### src/rtl/cdq_ram.sv
// cdq_ram: generic single-clock ram, one write and one read port, registered read
// no dependencies
`default_nettype none

module cdq_ram #(
   parameter int unsigned WIDTH = 32,
   parameter int unsigned DEPTH = 128
) (
   input  wire logic                     clock,
   input  wire logic                     wr_en,
   input  wire logic [$clog2(DEPTH)-1:0] wr_addr,
   input  wire logic [WIDTH-1:0]         wr_data,
   input  wire logic                     rd_en,
   input  wire logic [$clog2(DEPTH)-1:0] rd_addr,
   output logic      [WIDTH-1:0]         rd_data_ff
);

   logic [WIDTH-1:0] mem_ff [DEPTH];

   always_ff @(posedge clock) begin
      if (wr_en) begin
         mem_ff[wr_addr] <= wr_data;
      end
      if (rd_en) begin
         rd_data_ff <= mem_ff[rd_addr];
      end
   end

endmodule

`default_nettype wire

### config.mk
export PLATFORM = sky130hd
export DESIGN_NAME = cdq_ram
export DESIGN_NICKNAME = d
export VERILOG_FILES = /design/src/rtl/cdq_ram.sv
export SDC_FILE = /design/constraint.sdc
export NUM_CORES = 2
export LEC_CHECK = 0
export BUFFER_PORTS_ARGS = -buffer_cell sky130_fd_sc_hd__clkbuf_2
export CAP_MARGIN = 20
export CORE_MARGIN = 3
export CORE_UTILIZATION = 50
export DETAILED_ROUTE_END_ITERATION = 8
export GPL_ROUTABILITY_DRIVEN = 0
export HOLD_SLACK_MARGIN = 0.1
export PLACE_DENSITY_LB_ADDON = 0.2
export SYNTH_ARGS = -nofsm -noshare
export SYNTH_HDL_FRONTEND = slang
export SYNTH_SLANG_ARGS = --single-unit
export TNS_END_PERCENT = 1
### constraint.sdc
create_clock -name clock -period 5.5 [get_ports clock]
set_input_delay 1.1 -clock clock [delete_from_list [all_inputs] [get_ports clock]]
set_output_delay 1.1 -clock clock [all_outputs]
set_load 0.1 [all_outputs]
; Yosys cells after proc, flatten, opt, wreduce, memory -nomap -nowiden
; Memory sizes are Yosys's and may differ from the RTL's. A register that Yosys moved wholly into a read port is not among the register bits.
; Index checks and enable logic that the tools add are counted.
[word_totals]
wordCells = 3
ram_bits = 4096
input_bits = 49
n_memories = 1
regBits = 0
[mem_list]
columns = memory, depth, word_bits, rd, rd_ports_with_merged_regs, write_ports, line_no
row1 = mem_ff, 128, 32, 1, 1, 1, 18  ; logic [WIDTH-1:0] mem_ff [DEPTH];
[op_classes]
n_mux = 2
[ops]
columns = op, count
row1 = two-way mux 1 bit, 2

; Logic depth before layout (Yosys ltp)
[depth]
depth_word = 2
mapped_depth = 8
ltp_nobuf = 4

; Least setup slack after synthesis
; Ideal clock, no wire load.
[synth_path]
path_type = input to register
startpoint = in wr_en
endpoint = mem mem_ff[98][0] (enable)
stages = 3
setup_slack_ps = 1161
setup_time_ps = 461
path_buffers = 1
t_arrival_ps = 3878
required_time_ps = 5039
path_cell_list = clkbuf_1 > nand4_1 > nor3_1
[synth_between]
elab_chain_len = 2
[synth_rtl]
columns = item, line_no
row1 = start: declaration, 10  ; input wire logic wr_en,
row2 = two-way mux 1 bit, 21  ; if (wr_en) begin
row3 = two-way mux 1 bit (implied by the code), 22  ; mem_ff[wr_addr] <= wr_data;
row4 = end: declaration, 18
; Every way passes these cells.

==> results <==
- The run finished with clean final reports.
- For the worst-skew pair, the clock arrives at the later sink with an insertion delay of approximately 960 ps.
- The post-route netlist has 36.2% of its cells at a drive strength greater than 1.
- The top-level port count is 81.
- The number of cell rows is about 200.
- The clock root buffer is clkbuf_16.
- In this run the most critical hold path is launched from wr_data[28].
- The total clock buffers created by CTS is 412.
- The leakage power total is ~55 nW.
- The number of antenna violations at the first check in global routing came to 53.
- The H-tree was split into 5 levels.
- The count of maximum capacitance violations is 0.
- edfxtp_1 is the most common cell in the netlist.
- In the global route stage, overall resource usage came out at between 20% and 30%.
- Walking the worst path, the cells encountered are buf_12, buf_12, buf_12, mux4_2, mux4_2, mux4_2, mux2_2.
- Synthesis produced a netlist whose cell count is between 5000 and 6000.
- The area share of the leading cell type in the synthesized netlist is around four fifths.
- The count of TritonRoute iterations in the first routing pass is 6.
- The half-perimeter wire length of the detailed placement result is roughly 240 mm.
- In the routed layout, each cell is associated on average with a via count of between 6 and 7.
- The number of endpoints with negative hold slack in the final report is 0.
- The core region is around 310000 sq um.
- The adder-cell share of the synthesized area is 0%.
- The final setup violation count is 0.
- The path class of the tightest hold or removal check is input port to flop.
- The achievable clock frequency is 259 MHz.
- The compound-cell area share of the yosys netlist is 0%.
- The share of the synthesized netlist area taken by xor and xnor gates is 0%.
- The critical path starts at rd_addr[0].
- The post-route clock period utilization is 70.2%.
- By area the synthesized netlist is led by edfxtp_1 (79%), mux4_2 (19%), clkbuf_1 (0.44%).
- Once the clock tree was built, the resizer swapped 0 gates to a different size.
- The via count of the first global-routing pass came to between 70000 and 80000.
- The routed wire length per instance is slightly below 40 um.
- For this run, the leading register cell type out of synthesis is edfxtp_1.
- After synthesis, the largest family of logic cells by area is multiplexers.
- In this run, the number of DRC markers left after iteration 0 of detailed routing was between 10000 and 15000.
- In this run the worst path has a maximum fanout of 33.
- The hold buffer count at cts is 0.
- The share of synthesized flip-flops with an asynchronous set or reset is 0%.
- The startpoint identified for the worst register-to-register timing path is mem_ff[87][24].
- The synthesized design contains between 4000 and 5000 enable-type register cells.
- The clock tree from TritonCTS is built.
- Power spread over the standard cell area amounts to ~370 nW/um^2.
- IR analysis of the VDD net gives a maximum drop of around 0.28 mV.
- The net count after synthesis is 6039.
- Counting tap cells, the placed design contains a total of 10200 instances.
- Counting both buffers and inverters, the worst setup path holds a total of 3.
- The clock net in this run drives a total of between 4000 and 5000 sinks.
- The vertical die dimension is 566 um.
- The final critical path time including I/O delays and setup is 3860 ps.
- The highest cell delay on the worst timing path is about 770 ps.
- The mapped cell area is between 150000 and 200000 sq um.
- The detail route stage leaves a number of antenna-violating nets equal to 0.
- The share of synthesized area occupied by flip-flops and latches is roughly 79%.
- The initial core utilization is between 50% and 60%.
- Summing the areas of all and, or, nand and nor instances in the mapped netlist gives less than 1% of the synthesized area.
- The maximum number of pins on one net before global-route repair is 91.
- The non-filler instance count after layout is about 11000.
- The worst-case clock buffer depth is 4.
- The filler cells instantiated in the layout total 21900.
- The final max-slew violation count came to 0.
- A synthesized cell averages 26.1 sq um.
- The remaining global-route overflow is 0.
- The number of synthesized register bits is around 4100.
- Once the clock tree was built, the setup fixing pass inserted 0 buffers.
- For this design, the slowest cell found on the critical path is mux4_2.
- The clock slew seen by the registers of the worst setup and hold paths is 60 ps.
- The signal arrival time at the worst endpoint is 4580 ps.
- The share of synthesized area spent on multiplexers is around a fifth.
- The number of buffers added on ports is 80.
- The summed negative setup slack over all endpoints is 0 ps.
- Setup repair after global routing left no endpoint under its margin.
- The endpoint type of the worst setup path is a flop.
- The remaining max-slew budget at the tightest pin is roughly 17%.
- Hold is met by 575 ps.
- In the synthesized netlist, the cells that appear most often are edfxtp_1 (4128), mux4_2 (1344), clkbuf_1 (182).
- Between clock sinks in the finished design, the worst skew comes to ~68 ps.
- The final core area utilization is 57.5%.
- The number of different library cells in the post-synthesis netlist is 16.
- The remaining routing DRC violations is 0.
- The routed via count is between 70000 and 80000.
- The Yosys step of the flow raised 0 warnings.
- The floorplan step defined a die boundary enclosing approximately 320000 sq um.
- The worst-margin pin slew is 1240 ps.
- Summed over all instances, the cell type with the most area after synthesis is edfxtp_1.
- The number of nets in the layout is approximately 6600.
- At the worst endpoint, the required time is between 6000 and 7000 ps.
- Wires add up to approximately 420 mm.
- The wire length of the first global-routing pass is 587 mm.
- The synthesis-to-layout area growth is 14.0%.
- The start-to-end type of the worst setup path is input port to flop.
- The critical path startpoint category is an input port.
- The die is between 500 and 600 um wide.
- The kind of cell with the highest combined delay on the critical path is multiplexers.
layout by cell type (no fill, tap or decap), types with 2 or more instances in the layout:
master / synthesis / routed
clkinv_1: 0 / 115
nand2b_1: 2 / 2
nor2b_1: 7 / 7
mux4_2: 1344 / 1344
buf_4: 3 / 310
clkinvlp_4: 0 / 10
nand2_1: 14 / 11
clkinv_16: 0 / 8
buf_8: 0 / 3
nand3_1: 12 / 8
nand4_1: 3 / 3
bufinv_16: 0 / 36
mux2_2: 32 / 32
inv_6: 0 / 6
edfxtp_1: 4128 / 4128
buf_12: 0 / 66
nand2_2: 0 / 3
clkbuf_2: 0 / 41
clkinv_2: 0 / 54
clkinv_8: 0 / 6
clkbuf_16: 0 / 417
nand3_2: 0 / 4
nor2_1: 122 / 3
diode_2: 0 / 56
clkbuf_1: 182 / 87
nor3_2: 0 / 9
nor2_4: 0 / 119
flip-flops by register name, summed over array words and instances, names as in the netlist:
| signal | count |
|---|---|
| mem_ff | 4096 |
| rd_data_ff | 32 |
power breakdown:
group	internal, mW	switching, mW	leakage, nW
clock network	15.6	11.7	6.32
logic	1.30	2.41	11.2
registers	34.8	0.101	37.1
stage by stage:
step	worst slack (ps)	area, sq um	power [mW]
finish	1640	179000	65.8
global route	1650	178000	67.6
CTS	1740	178000	66.3
detailed placement	702	165000	39.3
global placement	695	165000	39.2
floorplan	1160	157000	37.4
metal layers:
metal	wire length, um	global-route usage, %	vias to the layer above	share of wire [%]
li1	-	-	27500	-
met1	167000	39.8	39900	39
met2	197000	40.0	4128	46
met3	44400	5.66	616	10
met4	16000	9.23	16	3.8
met5	166	0.193	-	0.039
logic make-up after synthesis:
kind of cell / after synthesis
DFF: 4128
muxes: 1376
buffers and inverters: 316
and+or+nand+nor: 170
final timing paths:
| path | depth (start not counted) | slack, ps | end |
|---|---|---|---|
| setup / recovery | 7 | 1640 | rd_data_ff[24] |
| hold / removal | 1 | 580 | mem_ff[69][28] |
| setup reg to reg | 4 | 2580 | rd_data_ff[24] |
| hold reg to reg | 4 | 1200 | rd_data_ff[24] |
final cells by class:
cell class	instances	area, sq um	share of cell area (%)
Sequential cell	4128	124000	69.4
Multi-Input combinational cell	1546	32300	18.1
Timing Repair Buffer	422	3920	2.19
Clock buffer	504	10800	6.03
Antenna cell	56	140	0.0785
Clock inverter	237	2280	1.28
Tap cell	4120	5150	2.89
(Power assumes the default switching activity.)
