`src/rtl/cdq_pkg.sv`:
```
// cdq_pkg: operation and status codes and the per-beat result metadata
// shared by the circular deque control, pipeline and interfaces
// no dependencies
`default_nettype none

package cdq_pkg;

   localparam int unsigned OP_WIDTH     = 3;
   localparam int unsigned VALUE_WIDTH  = 32;
   localparam int unsigned STATUS_WIDTH = 2;
   localparam int unsigned COUNT_WIDTH  = 7;

   typedef enum logic [OP_WIDTH-1:0] {
      OP_PUSH_REAR  = 3'd0,
      OP_POP_FRONT  = 3'd1,
      OP_PUSH_FRONT = 3'd2,
      OP_POP_REAR   = 3'd3,
      OP_PEEK_FRONT = 3'd4,
      OP_PEEK_REAR  = 3'd5
   } op_type;

   typedef enum logic [STATUS_WIDTH-1:0] {
      ST_OK        = 2'd0,
      ST_OVERFLOW  = 2'd1,
      ST_UNDERFLOW = 2'd2
   } status_type;

   typedef struct packed {
      logic                   rd;
      status_type             status;
      logic [COUNT_WIDTH-1:0] item_count;
      logic                   empty;
      logic                   full;
   } meta_type;

endpackage

`default_nettype wire

```
`src/rtl/cdq_ctrl.sv`:
```
// cdq_ctrl: front/rear index registers, occupancy and status decode, ram command
// depends on cdq_pkg
`default_nettype none

module cdq_ctrl #(
   parameter int unsigned DEPTH      = 128,
   parameter int unsigned DATA_WIDTH = 32
) (
   input  wire logic                                   clock,
   input  wire logic                                   reset,
   input  wire logic                                   fire,
   input  wire logic        [cdq_pkg::OP_WIDTH-1:0]    operation,
   input  wire logic signed [cdq_pkg::VALUE_WIDTH-1:0] value,
   output logic                                        ram_we,
   output logic                                        ram_re,
   output logic             [$clog2(DEPTH)-1:0]        ram_addr,
   output logic             [DATA_WIDTH-1:0]           ram_wdata,
   output cdq_pkg::meta_type                           meta
);
   import cdq_pkg::*;

   localparam int unsigned AW = $clog2(DEPTH);
   localparam int unsigned CW = AW + 1;
   localparam logic [AW-1:0] LAST = AW'(DEPTH - 1);
   localparam logic [CW-1:0] DEPTH_C = CW'(DEPTH);
   localparam logic [CW-1:0] FULL_C = CW'(DEPTH - 1);

   logic [AW-1:0] front_ff, front_in;
   logic [AW-1:0] rear_ff, rear_in;
   logic [CW-1:0] count, new_count;
   logic [AW-1:0] front_next, front_prev, rear_next, rear_prev;
   logic          cur_empty, cur_full, inc, dec, we, re;
   status_type    status;

   function automatic logic [AW-1:0] ring_next(input logic [AW-1:0] i);
      ring_next = (i == LAST) ? '0 : i + AW'(1);
   endfunction

   function automatic logic [AW-1:0] ring_prev(input logic [AW-1:0] i);
      ring_prev = (i == '0) ? LAST : i - AW'(1);
   endfunction

   always_comb begin
      count = {1'b0, rear_ff} - {1'b0, front_ff} + ((rear_ff < front_ff) ? DEPTH_C : '0);
      cur_empty = (count == '0);
      cur_full  = (count == FULL_C);
      front_next = ring_next(front_ff);
      front_prev = ring_prev(front_ff);
      rear_next  = ring_next(rear_ff);
      rear_prev  = ring_prev(rear_ff);

      front_in = front_ff;
      rear_in  = rear_ff;
      ram_addr = rear_ff;
      we       = 1'b0;
      re       = 1'b0;
      inc      = 1'b0;
      dec      = 1'b0;
      status   = ST_OK;

      case (op_type'(operation))
         OP_PUSH_REAR: begin
            if (cur_full) begin
               status = ST_OVERFLOW;
            end else begin
               rear_in  = rear_next;
               ram_addr = rear_next;
               we       = 1'b1;
               inc      = 1'b1;
            end
         end
         OP_PUSH_FRONT: begin
            if (cur_full) begin
               status = ST_OVERFLOW;
            end else begin
               front_in = front_prev;
               ram_addr = front_ff;
               we       = 1'b1;
               inc      = 1'b1;
            end
         end
         OP_POP_FRONT: begin
            if (cur_empty) begin
               status = ST_UNDERFLOW;
            end else begin
               front_in = front_next;
               ram_addr = front_next;
               re       = 1'b1;
               dec      = 1'b1;
            end
         end
         OP_POP_REAR: begin
            if (cur_empty) begin
               status = ST_UNDERFLOW;
            end else begin
               rear_in  = rear_prev;
               ram_addr = rear_ff;
               re       = 1'b1;
               dec      = 1'b1;
            end
         end
         OP_PEEK_FRONT: begin
            if (cur_empty) begin
               status = ST_UNDERFLOW;
            end else begin
               ram_addr = front_next;
               re       = 1'b1;
            end
         end
         OP_PEEK_REAR: begin
            if (cur_empty) begin
               status = ST_UNDERFLOW;
            end else begin
               ram_addr = rear_ff;
               re       = 1'b1;
            end
         end
         default: begin
         end
      endcase

      new_count = count + (inc ? CW'(1) : '0) - (dec ? CW'(1) : '0);

      ram_we    = fire && we;
      ram_re    = fire && re;
      ram_wdata = DATA_WIDTH'(value);

      meta.rd         = re;
      meta.status     = status;
      meta.item_count = COUNT_WIDTH'(new_count);
      meta.empty      = (new_count == '0);
      meta.full       = (new_count == FULL_C);
   end

   always_ff @(posedge clock) begin
      if (reset) begin
         front_ff <= '0;
         rear_ff  <= '0;
      end else if (fire) begin
         front_ff <= front_in;
         rear_ff  <= rear_in;
      end
   end

endmodule

`default_nettype wire

```
`config.mk`:
```
export PLATFORM = sky130hd
export DESIGN_NAME = cdq_ctrl
export DESIGN_NICKNAME = d
export VERILOG_FILES = /design/src/rtl/cdq_pkg.sv /design/src/rtl/cdq_ctrl.sv
export SDC_FILE = /design/constraint.sdc
export NUM_CORES = 1
export LEC_CHECK = 0
export BUFFER_PORTS_ARGS = -buffer_cell sky130_fd_sc_hd__buf_2
export CORE_UTILIZATION = 45
export DETAILED_ROUTE_END_ITERATION = 10
export HOLD_SLACK_MARGIN = 0.05
export PLACE_DENSITY = 0.76
export SLEW_MARGIN = 30
export SYNTH_ARGS = -nofsm -noshare
export SYNTH_HDL_FRONTEND = slang
export SYNTH_SLANG_ARGS = --single-unit
```
`constraint.sdc`:
```
create_clock -name clock -period 11.9 [get_ports clock]
set_clock_uncertainty 0.15 [all_clocks]
set_input_delay 1.785 -clock clock [delete_from_list [all_inputs] [get_ports clock]]
set_output_delay 1.785 -clock clock [all_outputs]
set_load 0.02 [all_outputs]
```
# After elaboration in Yosys (flattened, before gate mapping)
# Index checks and enable logic that the tools add are counted.
word_totals:
  register_bits: 14
  inputBits: 38
  out_inout_bits: 53
  elab_cells: 62
op_classes:
  addsub: 8
  n_lt_le_gt_ge: 1
  n_eq_ne: 12
  mux: 24
  reduce_logical: 15
ops:
  columns: ["operator", "n"]
  rows:
  - ["7-bit 2-to-1 mux", 10]
  - ["7-bit one-hot mux with 2 select lines", 2]
  - ["7-bit one-hot mux with 3 select lines", 1]
  - ["8-bit by 7-bit equality test with 1-bit output, second input constant", 2]
  - ["8-bit zero test", 2]
  - ["7-bit by 1-bit adder with 7-bit output, second input constant", 2]
  - ["7-bit equality test, second input constant", 2]
  - ["7-bit zero test", 2]
  - ["7-bit by 1-bit subtractor with 7-bit output, second input constant", 2]
  - ["8-bit by 1-bit adder with 8-bit output", 1]
  - ["8-bit adder", 1]
  - ["1-bit 2-to-1 mux", 8]
  - ["8-bit 2-to-1 mux", 1]
  - ["7-bit by 7-bit subtractor with 8-bit output", 1]
  - ["8-bit by 1-bit subtractor with 8-bit output", 1]
  - ["7-bit < comparator", 1]
  - ["3-bit by 2-bit equality test with 1-bit output, second input constant", 2]
  - ["3-bit equality test, second input constant", 2]
  - ["2-bit != test, second input constant", 3]
  - ["2-bit OR reduction", 3]
  - ["2-bit one-hot mux with 2 select lines", 1]
  - ["4-bit AND reduction", 1]
  - ["2-bit nonzero test", 2]
  - ["4-bit OR reduction", 1]
  - ["5 further kinds", 6]

# Longest topological paths before layout
depth:
  depth_word: 10
  ltp_mapped: 25
  depth_no_buf: 24

# Worst setup path after synthesis
# No wires, ideal clock.
synth_path:
  path_type: "register -> output"
  startpoint: "register rear_ff[0]"
  endpoint: "output port meta[0] in the netlist's numbering"
  t_arrival_ps: 5597
  t_required_ps: 9965
  slack_ps: 4368
  path_stages_with_launch: 26
  path_buffers: 1
  path_cell_list: "dfxtp_1 inv_1 ha_1 inv_1 fa_1 a211oi_4 nor4b_1 or3_1 inv_2 ha_1 nand2_1 nor3_1 o21ai_0 a21oi_1 clkbuf_1 nor2_1 ha_1 inv_1 ha_1 fa_1 a21oi_1 o21bai_1 xnor2_1 xnor2_1 nand4_1 nor3b_1"
synth_lines:
  columns: ["item", "line", "text"]
  rows:
  - ["start, declared", "cdq_ctrl.sv:29", "logic [AW-1:0] rear_ff, rear_in;"]
  - ["start signal, assigned", "cdq_ctrl.sv:141", "rear_ff <= rear_in;"]
  - ["end, declared", "cdq_ctrl.sv:18", "output cdq_pkg::meta_type meta"]

==> impl_metrics.yaml <==
grt:
  grt_pass1_vias: 2601
  grt_max_degree: 19
  grt_first_pass_wirelength_um: 12500
  grtUsageTotal: 0.246
  antenna_found_initial: 0
  gr-total-overflow: 0
clock_tree:
  clockBufferDepth: 2
  cts-resized-gates: 0
  cts_tree: "built"
  clk_latency_ns: 0.25
  post_cts_buffers: 0
  htreeDepth: 1
  cts_buffers: 3
  clock-root-buffer: "clkbuf_8"
  hold_buffers: 0
  cts_num_sinks: 14
  path_clk_slew_ns: 0.06
power_and_ir_drop:
  p_per_area_mw_per_mm2: 115
  power.share.sequential: 0.182
  p_leak_nw: 1.09
  intPower_mw: 0.153
  comb_power_share: 0.683
  ir_worst_vdd_uv: 63.4
  switching_power_mw: 0.156
  swShare: 0.506
  p_clk_frac: 0.135
routing:
  antenna_left: 0
  wl_per_cell_um: 17.5
  vias: 2790
  drc: 0
  drt_iter0_drc: 322
  finalWirelength_um: 7680
  first_pass_iters: 5
  viasPerCell: 6.36
critical_path:
  critPathArrivalTime_ns: 6.10
  critPathMaxFanout: 14
  r2r_cells: 16
  r2r-end: "front_ff[2]"
  critPathKind: "reg2out"
  required_ns: 9.97
  cp-start-kind: "register"
  reg2reg_from: "rear_ff[0]"
  r2r_slack_ns: 7.47
  cp-endpoint: "meta[1]"
  end_kind: "output port"
  crit_start: "rear_ff[0]"
final_layout:
  syn_to_final_growth_pct: -1.75
  stdcell_count: 439
  final_util: 0.472
  final_nets: 431
  antennaDiodeCount: 0
  drive_gt1_frac: 0.128
timing:
  hold_ws_ns: 0.344
  max_freq_ghz: 0.124
  finalSetupViolCount: 0
  rsz0062_at_grt: "no"
  tightestPinTransition_ns: 0.716
  final_critical_path_setup_slack_ns: 3.86
  fin_tns_setup_ns: 0
  drv_slew: 0
  hold_violations: 0
  fin_crit_sh: 0.676
  period_needed_ns: 8.04
  slew_headroom: 0.519
synthesis:
  syn_nets: 449
  async_reset_ff_frac: 0
  ys.flop_type: "dfxtp_1"
  synth_seq_area_share: 0.103
  synth_commonest_cells: "33 x buf_4, 31 x nand2_1, 29 x nor2_1, 26 x o21ai_0, 25 x inv_1"
  post_synth_num_cell_types: 70
  ys_seq_elements: 14
  yosys.area.top_type: "dfxtp_1"
  syn_area_mm2: 0.00272
  yosysMostFrequentCell: "buf_4"
  synthTopCellsByArea: "dfxtp_1 10%, ha_1 10%, buf_4 9.1%"
  avgSynthCellArea_um2: 7.04
  synth_edf_count: 0
  yosys_warnings: 0
  syn_inst: 387
  synth.top_cell.area_share: 0.103
floorplan:
  die_w_um: 79.8
  die-area_mm2: 0.00637
  core-area_mm2: 0.00568
  io_pins: 91
  rows: 27
  die_h_um: 79.8
  initial_core_util: 0.480
placed_design:
  pre_cts_slack_ns: 4.20
  port_buffers: 26
  gp_congestion: 0.902
  place_inst: 436
  hpwlAfterDp_um: 5830
min_path:
  worstHoldPathType: "reg2reg"
job:
  drv_cap: 0
status:
  status: "finished clean"
## sequential cells by signal, summed over array words and instances, names as in the netlist
name / flops
front_ff: 7
rear_ff: 7
## worst max-delay path: stages (launching register included)
cell and delay [ns]:
dfxtp_1 0.37, inv_1 0.22, ha_1 0.19, inv_1 0.05, fa_1 0.43, a211oi_4 0.32
nor4b_1 0.09, or3_1 0.45, inv_2 0.14, ha_1 0.16, nand2_1 0.04, nor3_1 0.24
o21ai_0 0.18, a21oi_2 0.55, nor2_1 0.13, ha_1 0.31, inv_1 0.04, ha_1 0.19
fa_1 0.40, a21oi_1 0.14, o21bai_1 0.11, xnor2_1 0.21, xnor2_1 0.13, or3_1 0.38
nor3_1 0.16, buf_2 0.20
## layout make-up
cell class	count	area [um2]
fill	572	3000
multi-input combinational	297	2030
sequential	14	280
timing repair buffer	27	138
inverter	26	97.6
tap	72	90.1
clock buffer	3	41.3
## worst min-delay path by stage
stage	from	to	slack [ns]	depth (start not counted)
floorplan	front_ff[6]	front_ff[6]	0.29	1
global placement	front_ff[6]	front_ff[6]	0.34	1
detailed placement	front_ff[6]	front_ff[6]	0.34	1
CTS	front_ff[6]	front_ff[6]	0.35	1
global route	front_ff[6]	front_ff[6]	0.39	1
finish	front_ff[6]	front_ff[6]	0.34	1
## power groups by stage
stage | combinational (mW) | sequential, mW | clock (mW)
floorplan | 0.177 | 0.0532 | 0
global placement | 0.205 | 0.0567 | 0
detailed placement | 0.208 | 0.0568 | 0
CTS | 0.209 | 0.0558 | 0.0412
global route | 0.231 | 0.0568 | 0.0433
finish | 0.211 | 0.0563 | 0.0415
## through the flow
stage | total power [mW] | instance area, um2
4_1_cts | 0.306 | 2680
3_5_place_dp | 0.264 | 2640
5_1_grt | 0.331 | 2680
6_report | 0.309 | 2680
2_1_floorplan | 0.230 | 2720
3_3_place_gp | 0.262 | 2630
## routing by layer
metal,vias up,GRT usage,share of wire
li1,1329,-,-
met1,1294,0.328,0.45
met2,143,0.396,0.45
met3,24,0.0469,0.089
met4,0,0.0804,0.018
met5,-,0,0
## cell usage in the layout (no fill, tap or decap), drive strengths merged, types with 5 or more instances in the layout
cell | Yosys | final
a31oi | 7 | 7
nand2 | 31 | 31
o22ai | 5 | 5
dfxtp | 14 | 14
or3 | 10 | 10
nor2 | 30 | 30
nor3 | 20 | 20
and3 | 5 | 5
a21oi | 23 | 23
inv | 26 | 26
xor2 | 5 | 5
nand3 | 12 | 12
o21ai | 27 | 27
mux2i | 9 | 9
xnor2 | 14 | 14
ha | 22 | 22
buf | 35 | 27
## cell families (layout without fill, tap and decap cells)
logic type               count (synthesis)  count (layout)  synth area share
other                                    1               1           0.00138
AO/OA/AOI/OAI                          104             104             0.262
AND/OR/NAND/NOR                        139             139             0.266
flip-flops                              14              14             0.103
XOR/XNOR                                19              19            0.0611
buffers and inverters                   76              56             0.153
adder cells (fa/ha/maj)                 24              24             0.116
multiplexers                            10              10            0.0372
No activity file was read; power rests on OpenSTA's default activity.
